File: src/hdl/d2c_pkg.sv
// ----------------------------------------------------------------------------
// d2c_pkg
// shared types, register indexes and reset values for depth to colour
// registration
// ----------------------------------------------------------------------------
package d2c_pkg;

   localparam int DEF_IMAGE_WIDTH  = 640;
   localparam int DEF_IMAGE_HEIGHT = 480;

   // register indexes on the csr port
   localparam logic [2:0] CSR_DEPTH_INV_FOCAL = 3'd0;
   localparam logic [2:0] CSR_DEPTH_PRINCIPAL = 3'd1;
   localparam logic [2:0] CSR_COLOR_FOCAL     = 3'd2;
   localparam logic [2:0] CSR_COLOR_PRINCIPAL = 3'd3;
   localparam logic [2:0] CSR_POSE_ROW_X      = 3'd4;
   localparam logic [2:0] CSR_POSE_ROW_Y      = 3'd5;
   localparam logic [2:0] CSR_POSE_ROW_Z      = 3'd6;
   localparam logic [2:0] CSR_DEPTH_LIMITS    = 3'd7;

   // reset values
   localparam logic [47:0] RST_DEPTH_INV_FOCAL = 48'd536149523669;
   localparam logic [39:0] RST_DEPTH_PRINCIPAL = 40'd64290373504;
   localparam logic [39:0] RST_COLOR_FOCAL     = 40'd140928748800;
   localparam logic [39:0] RST_COLOR_PRINCIPAL = 40'd64290373504;
   localparam logic [63:0] RST_POSE_ROW_X      = 64'd16384;
   localparam logic [63:0] RST_POSE_ROW_Y      = 64'd1073741824;
   localparam logic [63:0] RST_POSE_ROW_Z      = 64'd70368744177664;
   localparam logic [31:0] RST_DEPTH_LIMITS    = 32'd655360300;

   // width of the projection numerator and denominator
   localparam int NUM_W = 64;
   localparam int DEN_W = 50;

   typedef struct packed {
      logic [47:0] depth_inv_focal;
      logic [39:0] depth_principal;
      logic [39:0] color_focal;
      logic [39:0] color_principal;
      logic [63:0] pose_row_x;
      logic [63:0] pose_row_y;
      logic [63:0] pose_row_z;
      logic [31:0] depth_limits;
   } d2c_cfg_type;

   // front end result, handed to the projection dividers
   typedef struct packed {
      logic                    valid;
      logic                    depth_ok;
      logic                    z_pos;
      logic signed [15:0]      pt_x;
      logic signed [15:0]      pt_y;
      logic signed [15:0]      pt_z;
      logic signed [NUM_W-1:0] num_u;
      logic signed [NUM_W-1:0] num_v;
      logic [DEN_W-1:0]        den;
   } d2c_front_type;

endpackage

File: src/hdl/d2c_divider.sv
// ----------------------------------------------------------------------------
// d2c_divider
// pipelined restoring divider, one quotient bit per stage, floor quotient of
// a numerator, with fits set when it lies in [0, den << QW)
// ----------------------------------------------------------------------------
module d2c_divider
   import d2c_pkg::*;
#(
   parameter int QW = 10
)
(
   input  logic                    clock,
   input  logic                    en,
   input  logic signed [NUM_W-1:0] num,
   input  logic [DEN_W-1:0]        den,
   output logic [QW-1:0]           quo,
   output logic                    fits
);

   logic [NUM_W-1:0] r_ff [QW];
   logic [QW-1:0]    q_ff [QW];
   logic [DEN_W-1:0] d_ff [QW];
   logic             f_ff [QW];

   logic [NUM_W-1:0] r_src [QW];
   logic [QW-1:0]    q_src [QW];
   logic [DEN_W-1:0] d_src [QW];
   logic             f_src [QW];

   for (genvar j = 0; j < QW; j++) begin : g_stage
      logic [NUM_W-1:0] trial;
      logic             ge;
      if (j == 0) begin : g_first
         // numerator must be non-negative and give a quotient below 2^QW
         assign r_src[j] = NUM_W'(num);
         assign q_src[j] = '0;
         assign d_src[j] = den;
         assign f_src[j] = !num[NUM_W-1] &&
                           (NUM_W'(num) < (NUM_W'(den) << QW));
      end else begin : g_next
         assign r_src[j] = r_ff[j-1];
         assign q_src[j] = q_ff[j-1];
         assign d_src[j] = d_ff[j-1];
         assign f_src[j] = f_ff[j-1];
      end
      assign trial = NUM_W'(d_src[j]) << (QW - 1 - j);
      assign ge    = r_src[j] >= trial;
      always_ff @(posedge clock) begin
         if (en) begin
            r_ff[j] <= ge ? r_src[j] - trial : r_src[j];
            q_ff[j] <= {q_src[j][QW-2:0], ge};
            d_ff[j] <= d_src[j];
            f_ff[j] <= f_src[j];
         end
      end
   end

   assign quo  = q_ff[QW-1];
   assign fits = f_ff[QW-1];

endmodule

File: config.mk
export PLATFORM = sky130hd
export DESIGN_NAME = d2c_divider
export DESIGN_NICKNAME = d
export VERILOG_FILES = /design/src/hdl/d2c_pkg.sv /design/src/hdl/d2c_divider.sv
export SDC_FILE = /design/constraint.sdc
export NUM_CORES = 2
export LEC_CHECK = 0
export BUFFER_PORTS_ARGS = -buffer_cell sky130_fd_sc_hd__buf_4
export CAP_MARGIN = 15
export CORE_MARGIN = 4
export CORE_UTILIZATION = 55
export CTS_CLUSTER_SIZE = 20
export DETAILED_ROUTE_END_ITERATION = 10
export HOLD_SLACK_MARGIN = 0.1
export MAX_ROUTING_LAYER = met4
export PLACE_DENSITY = 0.71
export SLEW_MARGIN = 40
export SYNTH_ARGS = -nofsm -noshare
export SYNTH_HDL_FRONTEND = slang
export SYNTH_SLANG_ARGS = --single-unit
File: constraint.sdc
create_clock -name clock -period 7.7 [get_ports clock]
set_input_delay 1.54 -clock clock [delete_from_list [all_inputs] [get_ports clock]]
set_output_delay 1.54 -clock clock [all_outputs]
set_load 0.005 [all_outputs]
==> summary.md <==
| Metric | Value |
|---|---|
| Status | `completed` |
| Worst r2r path cells | `14` |
| Worst path max stage delay | `0.80 ns` |
| R2r endpoint | `r_ff[5][60]` |
| Hold buffers post-CTS | `0` |
| ANT cells | `0` |
| Number of global-route vias before repair | `51,297` |
| Busiest layer in global routing | `met2` |
| Routed via count | `slightly above 50,000` |
| Critical Path Source Type | `flop` |
| Post-synthesis sequential area ratio | `0.468` |
| Post-Synthesis Cells | `7,061` |
| Peak supply drop | `0.000216 V` |
| First drt pass iteration count | `6` |
| Arr. time, crit path | `5.96 ns` |
| Routability congestion estimate | `0.997` |
| Max clock buf depth | `3` |
| Hold Path Class | `reg -> reg` |
| Synthesized flop and latch total | `1,091` |
| # resized after CTS | `0` |
| Die W | `365 um` |
| Setup Buffers After CTS | `0` |
| Total of fill cells in the finished design | `10,615` |
| Tot Pwr | `27.9 mW` |
| Final worst-path cycle share | `0.710` |
| Tightest Pin Transition | `just over 1 ns` |
| Clock network latency to the later pin of the worst-skew pair | `0.75 ns` |
| RR Startpoint | `d_ff[4][2]` |
| CTS tree | `yes` |
| Commonest cells in the netlist | `1,091 x edfxtp_1, 748 x a21oi_1, 647 x inv_1` |
| Most frequent CP cell | `o31a_1` |
| Area leader, netlist | `edfxtp_1` |
| Drt total wl | `170,000 um` |
| Relative slew slack | `0.312` |
| Grt met3 use | `0.0246` |
| IO Pins | `roughly 130` |
| Fin. max-slew vios | `0` |
| Post-synth ARST share | `0` |
| Min cycle time layout | `5.47 ns` |
| Slowest CP cell | `clkinv_2` |
| Total gr overflow | `0` |
| Setup crit start | `d_ff[4][2]` |
| Dominant synthesized flop cell | `edfxtp_1` |
| Gr usage total | `0.259` |
| Netlist cell types | `84` |
| Port buffer count | `approximately 130` |
| First-pass GRT wire length | `267,000 um` |
| Post-synth top area share | `0.468` |
| Detail Route Antenna Nets | `0` |
| Drt first-iter violations | `3,526` |
| Initial Util | `0.556` |
| CP Capture Type | `flop` |
| Via-to-Cell Ratio | `between 5 and 6` |
| Crit-path cells | `inv_1 > ha_1 > nor2b_1 > o31a_1 > o31a_1 > o22ai_1 > a21oi_1 > nor2_1 > o21a_1 > clkinv_2 > buf_4 > nand4b_1 > a31oi_1 > xor2_1` |
| Final setup viols | `0` |
| RSZ-0062 raised after global routing | `false` |
| Synth area leaders | `edfxtp_1 47%, ha_1 9.8%, a21oi_1 5.3%` |
| CP required | `8.18 ns` |
| Final #Nets | `slightly below 8,000` |
| Layout Skew | `0.0475 ns` |
| Setup TNS | `0 ns` |
| Post-synthesis net count | `7,735` |
| Hold Slack | `0.413 ns` |
| Die Ht | `365 um` |
| Hold Path Origin | `q_ff[2][2]` |
| Core Area | `126,000 um^2` |
| GR met1 Demand/Resource | `0.310` |
| Cts bufs inserted | `116` |
| Register-to-register setup slack | `around 2.2 ns` |
| Row Count | `130` |
| Count leader, synth | `edfxtp_1` |
| PwrDens | `365 nW/um^2` |
| Avg Inst Size Synth | `approximately 10 um^2` |
| Clk root buf | `clkbuf_16` |
| DR WL/cell | `19.3 um` |
| DRC errors left | `0` |
| Largest net degree at the start of global routing | `roughly 140` |
| Number of enable flip-flop cells after synthesis | `between 1,000 and 1,500` |
| Share of layout cells above drive strength 1 | `0.0669` |
| Hold Vio Cnt, Final | `0` |
| H-tree Lvls | `3` |
| Met2 Resource Use GR | `0.440` |
| Post-DP HPWL | `134,000 um` |
| Synthesized area | `roughly 70,000 um^2` |
| Antenna violations before repair | `0` |
| Worst-path clk slew | `0.06 ns` |
| Ys Warns | `0` |
| CP Class | `reg -> reg` |
| Leakage | `about 31 nW` |
| CP endpoint | `r_ff[5][60]` |
| Max-cap violations | `0` |
| Clock net sink count | `1,091` |
| Die area | `approximately 130,000 um^2` |
| Max Fclk | `183 MHz` |
| Area Growth Syn to Fin | `9.16%` |
| CP Max Fanout | `48` |
[metrics by stage]
stage / util / std cells / instance area (um^2) / setup slack (ns)
finish: 0.607 / 8813 / 76500 / 2.23
global placement: 0.575 / 8600 / 72400 / 1.99
floorplan: - / 7061 / 70100 / 3.14
CTS: 0.606 / 8812 / 76400 / 2.51
detailed placement: 0.575 / 8601 / 72500 / 1.88
global route: 0.607 / 8813 / 76500 / 2.14
[cell families (layout without fill, tap and decap cells)]
kind of cell	after synthesis	after routing	synth area share
xor gates and xnor gates	491	491	0.0614
muxes	83	83	0.0133
DFF	1091	1091	0.468
and+or+nand+nor	1815	1815	0.123
adders and majority gates	558	558	0.101
buffers and inverters	918	1020	0.0497
AOI/OAI and AO/OA	2105	2105	0.185
[flip-flops by register name (all words and copies together) (netlist names)]
name	count
q_ff	55
f_ff	10
r_ff	576
d_ff	450
[final cells by class]
class | count | area, um^2 | area share
Timing Repair Buffer | 160 | 1350 | 0.0176
Clock buffer | 139 | 3030 | 0.0396
Clock inverter | 72 | 923 | 0.0121
Tap cell | 1650 | 2060 | 0.0270
Multi-Input combinational cell | 5052 | 33900 | 0.443
Sequential cell | 1091 | 32800 | 0.428
Inverter | 649 | 2440 | 0.0319
[where the power goes]
part           total (mW)  leakage [nW]  internal [mW]  switching, mW
clock network        5.69          1.88           3.33           2.36
registers            9.56          10.6           8.68          0.888
logic                12.7          18.6           5.20           7.46
[cells in the final DEF (no fill, tap or decap), types with 33 or more instances in the layout]
master and instances:
a21oi_1 747, and2_1 34, clkbuf_16 118, ha_1 549, o21bai_1 80, nor2b_1 60, a21o_1 290, a31oi_1 68
nor4_1 51, mux2_2 83, xor2_1 211, nand2b_1 53, nor2_1 473, edfxtp_1 1091, and3_1 51, o211ai_1 43
o21ai_0 480, nand2_1 589, nand3_1 135, buf_4 146, or3_1 33, xnor2_1 280, o31ai_1 49, o21a_1 64
inv_1 647, nor3_1 95, a211oi_1 40, nand4_1 127
[worst max-delay path: cells and delay by family (launching register included)]
| family | cells | cell delay (ns) |
|---|---|---|
| fa+ha+maj | 1 | 0.36 |
| xor+xnor | 1 | 0.17 |
| compound gates | 6 | 1.94 |
| simple gates | 3 | 0.90 |
| flops | 1 | 0.39 |
| buf+inv | 3 | 1.39 |
[metal layers]
metal | part of all wire | wire length [um]
met2 | 0.48 | 81800
met3 | 0.041 | 6890
met1 | 0.43 | 72200
met5 | 0 | 0
met4 | 0.053 | 9000
[worst min path at each step]
stage / end / slack [ns] / cells past startpoint
after global routing: q_ff[8][1] / 0.42 / 0
after floorplan: f_ff[1] / 0.40 / 0
final: q_ff[3][3] / 0.41 / 0
after detailed placement: q_ff[3][3] / 0.40 / 0
after global placement: q_ff[8][4] / 0.40 / 0
after CTS: q_ff[5][1] / 0.42 / 0
Power figures use the tool's default switching activity.
